==> src/ctup_ram.sv <==
// Generic simple dual port RAM with registered read.
`timescale 1ns / 1ps

module ctup_ram #(
    parameter int WIDTH = 8,
    parameter int DEPTH = 64
) (
    input  logic                     aclk,
    input  logic                     wr_en,
    input  logic [$clog2(DEPTH)-1:0] wr_addr,
    input  logic [WIDTH-1:0]         wr_data,
    input  logic [$clog2(DEPTH)-1:0] rd_addr,
    output logic [WIDTH-1:0]         rd_data
);

    logic [WIDTH-1:0] mem [DEPTH];

    always_ff @(posedge aclk) begin
        if (wr_en) begin
            mem[wr_addr] <= wr_data;
        end
        rd_data <= mem[rd_addr];
    end

endmodule

==> config.mk <==
export PLATFORM = sky130hd
export DESIGN_NAME = ctup_ram
export DESIGN_NICKNAME = d
export VERILOG_FILES = /design/src/ctup_ram.sv
export SDC_FILE = /design/constraint.sdc
export NUM_CORES = 1
export LEC_CHECK = 0
export ABC_CLOCK_PERIOD_IN_PS = 2600
export BUFFER_PORTS_ARGS = -buffer_cell sky130_fd_sc_hd__buf_2
export CORE_MARGIN = 3
export CORE_UTILIZATION = 55
export DETAILED_ROUTE_END_ITERATION = 6
export PLACE_DENSITY_LB_ADDON = 0.12
export SLEW_MARGIN = 20
export SYNTH_ARGS = -nofsm -noshare
export SYNTH_HDL_FRONTEND = slang
export SYNTH_SLANG_ARGS = --single-unit
==> constraint.sdc <==
create_clock -name aclk -period 2.6 [get_ports aclk]
set_input_delay 0.52 -clock aclk [delete_from_list [all_inputs] [get_ports aclk]]
set_output_delay 0.52 -clock aclk [all_outputs]
set_load 0.02 [all_outputs]
==> results.md, run 1 <==
- Seq cells post-synth: 520
- Clk root buf: clkbuf_16
- Crit path time final: 2210 ps
- Syn_area_per_cell: 21.5 sq um
- DPL Wire Length: 29.1 mm
- Final Setup Violations: 0
- Final instance area: 23400 sq um
- Worst Hold End: mem[62][1]
- Clock power share: 41.3%
- Critical-path maximum fanout: 25
- Synth top area cells: edfxtp_1 76%, mux4_2 14%, nor2_1 1.5%
- Htree depth: 2
- Fin cells: 1608
- Final hold violation count: 0
- # Post-CTS Setup Buffers: 0
- Synthesized netlist cell count: 940
- Clock sinks: 520
- Pwr Density: 747 nW/um^2
- Syn-to-layout area delta: 16.0%
- Inst Count DP: 1512
- Fraction of the yosys area taken by sequential cells: 77.0%
- DR pass1 iterations: 5
- Crit path required time: 3050 ps
- Yosys cell types: 40
- Hold path depth: 1
- Io pins: 30
- Share of power burned in registers: 53.2%
- Drt via density: 6.21
- Unrepaired setup endpoints after global routing: no
- Core ar.: 35800 sq um
- Asr flop ratio synth: 0%
- Die area: 39000 sq um
- Reg clk slew, reported paths: 60 ps
- Largest net degree at the start of global routing: 65
- Ant diodes: 0
- Min-delay src: wr_data[1]
- Crit Path Category: input port to flip-flop
- Synth top area share: 76.2%
- Logic pwr share: 5.5%
- Post-synth top flop: edfxtp_1
- FF-to-FF Start: mem[44][1]
- Max-cap violations: 0
- Max transition margin: 42.2%
- Initial detailed-routing violation count: 1001
- Routed vias: 9982
- Crit end category: flip-flop
- Worst min path class: input port to flip-flop
- Slew Viols, Final: 0
- Final net count: 1126
- Post-route ant nets: 0
- Result of the run: completed
- Post-CTS sizing: 0
- Worst Path Arrival: 2660 ps
- Maximum clock path buffer count: 3
- Drt wl/cell: 28.4 um
- Reg2Reg Depth: 4
- Starting Density: 56.3%
- Row cnt: 69
- TritonCTS Buffers: 51
- Ratio of final minimum period to clock period: 84.9%
- Share of cells above drive strength 1: 32.7%
- VDD IR-drop max: 0.000656 V
- Port bufs: 29
- Cell with the most instances after synthesis: edfxtp_1
- Vias in the first global route: 10200
- CTS tree: built
- Int Power: 13800 uW
- Sw Pwr: 3640 uW
- Routed WL: 45.7 mm
- R2R Setup Slk: 420 ps
- Max Fclk: 453 MHz
- Worst slew pin tran: 866 ps
- Worst Clk Skew: 20.1 ps
- Area of the mapped netlist: 20200 sq um
- RD Place Congestion: 0.826
- Total gr overflow: 0
- # hold bufs at CTS: 0
- Synth cell count leaders: 512 x edfxtp_1, 126 x mux4_2, 83 x nor2_1
- Clock Latency Late Sink: 590 ps
- Global-route wire length before repair: 67.9 mm
- Net count after synthesis: 962
- Remaining DRCs: 0
- Die Ht: 197 um
- Synthesis warning total: 0
- Antenna violations before repair: 1
- Placed cell areas: 21800 sq um
- Area leader, netlist: edfxtp_1
- Net Sw Frac: 20.8%
- Crit start category: input port
- EDFF count, synth: 512
- Die Wd: 197 um
- Leak: 0.00761 uW
- Reg-to-Reg End: rd_data[1]
- Tot GR Track Use: 24.3%
power by group through the flow:
stage / clock, uW / sequential [uW] / combinational [uW]
after global placement: 0 / 9480 / 949
after detailed placement: 0 / 9490 / 961
after floorplan: 0 / 9490 / 494
after CTS: 7340 / 9310 / 964
after global routing: 7680 / 9300 / 1020
final: 7210 / 9300 / 957
final cells by class:
| type | count | area (sq um) |
|---|---|---|
| Fill cell | 2382 | 12400 |
| Sequential cell | 520 | 15500 |
| Timing Repair Buffer | 162 | 1340 |
| Clock inverter | 31 | 287 |
| Multi-Input combinational cell | 369 | 4320 |
| Tap cell | 461 | 577 |
| Clock buffer | 65 | 1350 |
metal layers:
layer,wire length [um],GRT usage (%),vias to the layer above
met3,3120,5.01,68
met1,19700,36.0,5281
met5,11,0,-
li1,-,-,4265
met4,1010,6.12,2
met2,21800,38.0,366
per-stage QoR:
step           hold slack (ps)  util [%]  worst slack [ps]  total power, uW  setup TNS, ps
2_1_floorplan              619         -               412             9980              0
6_report                   335      65.3               392            17500              0
5_1_grt                    329      65.3               308            18000              0
3_5_place_dp               828      60.7              -194            10400           -806
4_1_cts                    323      65.3               378            17600              0
3_3_place_gp               801      60.7              -179            10400           -799
cells in the final DEF, fill, tap and decap left out, drive strengths merged, types with 2 or more instances in the layout:
master and instances:
clkbuf 66, inv 3, mux2 13, o41ai 2, nand2b 7, a2111oi 2
clkinv 19, o22ai 8, nor4 2, buf 161, dfxtp 8, o221ai 8
nand3 13, nor2 83, o21a 2, o32ai 2, bufinv 5, nor3 7
a21oi 3, o221a 2, nand3b 3, a221oi 6, o21ai 4, mux2i 23
clkinvlp 4, o2111ai 3, edfxtp 512, mux4 126, a22oi 3, nand2 19
a211oi 4, nor2b 14, o2bb2ai 3, nand4 2
worst max-delay path, stage by stage:
cell and delay (ps):
clkbuf_8 350, buf_12 200, mux4_2 550, mux4_2 500, o21ai_0 420, nand2_1 90
state kept, by name, indices dropped and copies added, names as in the netlist:
register  cells
rd_data       8
mem         512
logic make-up after synthesis:
logic type	Yosys count	share of synthesized area (%)
and+or+nand+nor	153	3.39
buffers and inverters	51	1.57
muxes	162	15.9
AOI/OAI and AO/OA	54	2.07
DFF	520	77.0
worst max path at each step:
stage,cells after the start,from,end
3_3_place_gp,6,rd_addr[0],rd_data[7]
2_1_floorplan,7,rd_addr[1],rd_data[3]
6_report,6,rd_addr[0],rd_data[7]
3_5_place_dp,7,rd_addr[0],rd_data[1]
4_1_cts,4,mem[44][1],rd_data[1]
5_1_grt,7,rd_addr[0],rd_data[1]
(Power assumes the default switching activity.)
==> inputs of run 2 (changes only) <==
Settings changed: ABC_CLOCK_PERIOD_IN_PS 2600 to 2210.
Clock period 2.6 ns to 2.21 ns, I/O delays scaled along.
==> results.md, run 2 (same netlist as run 1, synthesis figures left out) <==
- Final net count: 1161 (+3.1%)
- Share of cells above drive strength 1: 34.2% (+1.5 points)
- Final instance area: 23700 sq um (+1.4%)
- DR pass1 iterations: 7 (+2)
- Largest Register: mem
- Maximum clock path buffer count: 3 (unchanged)
- Io pins: 30 (unchanged)
- Int Power: 16500 uW (+19%)
- # Post-CTS Setup Buffers: 0 (unchanged)
- Remaining DRCs: 0 (unchanged)
- Initial detailed-routing violation count: 995 (-0.60%)
- Syn-to-layout area delta: 17.6%
- Critical path's slowest cell: mux4_2
- Hold path depth: 1 (unchanged)
- Reg-to-Reg End: rd_data[4]
- Final core utilization: 66.2% (+0.91 points)
- Worst slew pin tran: 741 ps (-126 ps)
- Min-delay src: wr_data[4]
- Crit end category: flip-flop
- Crit path time final: 2080 ps
- Fin cells: 1643 (+2.2%)
- RD Place Congestion: 0.875 (+6.0%)
- Drt via density: 6.12 (-1.4%)
- Share of power burned in registers: 52.9% (-0.3 points)
- Worst min path class: input port to flip-flop
- Bufs and invs on worst path: 0 (-2)
- Worst Path Arrival: 2530 ps (-130 ps)
- Slew Viols, Final: 0 (unchanged)
- Max transition margin: 50.6% (+8.4 points)
- Reg2Reg Depth: 5 (+1)
- Crit Path Category: flip-flop to flip-flop
- Die Wd: 197 um (unchanged)
- Vias in the first global route: 10300 (+1.2%)
- Post-route ant nets: 0 (unchanged)
- Worst Clk Skew: 20.8 ps (+0.657 ps)
- Total gr overflow: 0 (unchanged)
- Ratio of final minimum period to clock period: 94.2%
- Top Registers: mem: 512 flops, rd_data: 8 flops
- Die area: 39000 sq um (unchanged)
- Clock power share: 41.5% (+0.2 points)
- Result of the run: completed
- Routed WL: 45.0 mm (-1.6%)
- Max-cap violations: 0 (unchanged)
- R2R Setup Slk: 130 ps (-290 ps)
- FILL cells: 2353 (-1.2%)
- Critical-path maximum fanout: 1 (-96%)
- TritonCTS Buffers: 52 (+2.0%)
- Core ar.: 35800 sq um (unchanged)
- Top delay family on crit path: multiplexers
- Final Setup Violations: 0 (unchanged)
- Final hold violation count: 0 (unchanged)
- Clock sinks: 520 (unchanged)
- Leak: 0.00781 uW (+2.6%)
- Sw Pwr: 4210 uW (+16%)
- CTS tree: built
- Net Sw Frac: 20.3% (-0.48 points)
- Pwr Density: 873 nW/um^2 (+17%)
- Die Ht: 197 um (unchanged)
- Unrepaired setup endpoints after global routing: no
- VDD IR-drop max: 0.000707 V (+7.8%)
- Reg clk slew, reported paths: 60 ps (about the same)
- Crit path cell chain: mux4_2 -> mux2_2 -> o221a_2 -> nor3_1 -> o32ai_1
- Clock Latency Late Sink: 590 ps (about the same)
- Clk root buf: clkbuf_16
- Inst Count DP: 1546 (+2.2%)
- Logic pwr share: 5.6% (about the same)
- Most common cell after layout, fill and taps aside: edfxtp_1
- Htree depth: 2 (unchanged)
- Port bufs: 29 (unchanged)
- DPL Wire Length: 29.5 mm (+1.4%)
- Antenna violations before repair: 2 (+1)
- Row cnt: 69 (unchanged)
- Crit start category: flip-flop
- Routed vias: 10100 (+0.70%)
- Max reg flops: 512 (unchanged)
- Starting Density: 56.3% (unchanged)
- # hold bufs at CTS: 0 (unchanged)
- Max Fclk: 480 MHz
- Crit-path max cell delay: 460 ps (-90 ps)
- Worst Hold End: mem[22][4]
- Tot GR Track Use: 24.0% (-0.31 points)
- Post-CTS sizing: 0 (unchanged)
- Placed cell areas: 22100 sq um (+1.4%)
- Largest net degree at the start of global routing: 65 (unchanged)
- Most frequent cells in the layout: 512 x edfxtp_1, 151 x buf_4, 126 x mux4_2
- FF-to-FF Start: mem[24][4]
- Crit path required time: 2660 ps (-390 ps)
- Global-route wire length before repair: 67.2 mm (-1.0%)
- Drt wl/cell: 27.4 um (-3.7%)
-- run 2: cell types whose count changed in the layout (fill, tap and decap cells not counted), sizes merged --
| cell | change |
|---|---|
| clkbuf | +3 |
| diode | +2 |
| clkinv | +1 |
| clkinvlp | -3 |
| buf | +34 |
| inv | -3 |
| bufinv | +1 |
-- run 2: how the worst max path moves through the flow --
stage	slack [ps]	endpoint	startpoint	cells after the start
final	130	rd_data[4]	mem[24][4]	5
after global routing	60	rd_data[4]	mem[24][4]	5
after CTS	150	rd_data[4]	mem[24][4]	5
after detailed placement	-410	rd_data[7]	rd_addr[0]	6
after global placement	-410	rd_data[7]	rd_addr[0]	6
after floorplan	100	rd_data[3]	rd_addr[1]	7
-- run 2: metrics by stage --
step	setup TNS, ps	hold slack (ps)	setup slack [ps]	power, uW
global route	0	360	56.4	21300
global placement	-2650	827	-407	12300
CTS	0	324	145	20800
finish	0	371	129	20700
detailed placement	-2590	833	-414	12300
floorplan	0	541	100	11700
-- run 2: final cells by class --
class | instances | area, sq um | area share [%]
Multi-Input combinational cell | 369 | 4320 | 18.2
Sequential cell | 520 | 15500 | 65.5
Clock buffer | 68 | 1380 | 5.83
Antenna cell | 2 | 5.00 | 0.0211
Clock inverter | 27 | 272 | 1.14
Tap cell | 461 | 577 | 2.43
Timing Repair Buffer | 196 | 1640 | 6.90
-- run 2: power by group through the flow --
stage	sequential [uW]	combinational, uW	clock, uW
after floorplan	11200	582	0
after global placement	11200	1160	0
after detailed placement	11200	1170	0
after CTS	11000	1170	8720
after global routing	11000	1240	9120
final	11000	1160	8590
-- run 2: worst register-to-register path, stage by stage, from the launching register on --
cell,delay (ps)
edfxtp_1,380
mux4_2,460
mux2_2,280
o221a_2,280
nor3_1,400
o32ai_1,160
-- run 2: per-layer routing --
metal,vias up,track usage [%],part of all wire [%]
met5,-,0,0
met4,0,7.10,2.6
met3,70,4.59,7.9
met2,443,37.0,47
met1,5197,35.9,42
li1,4342,-,-
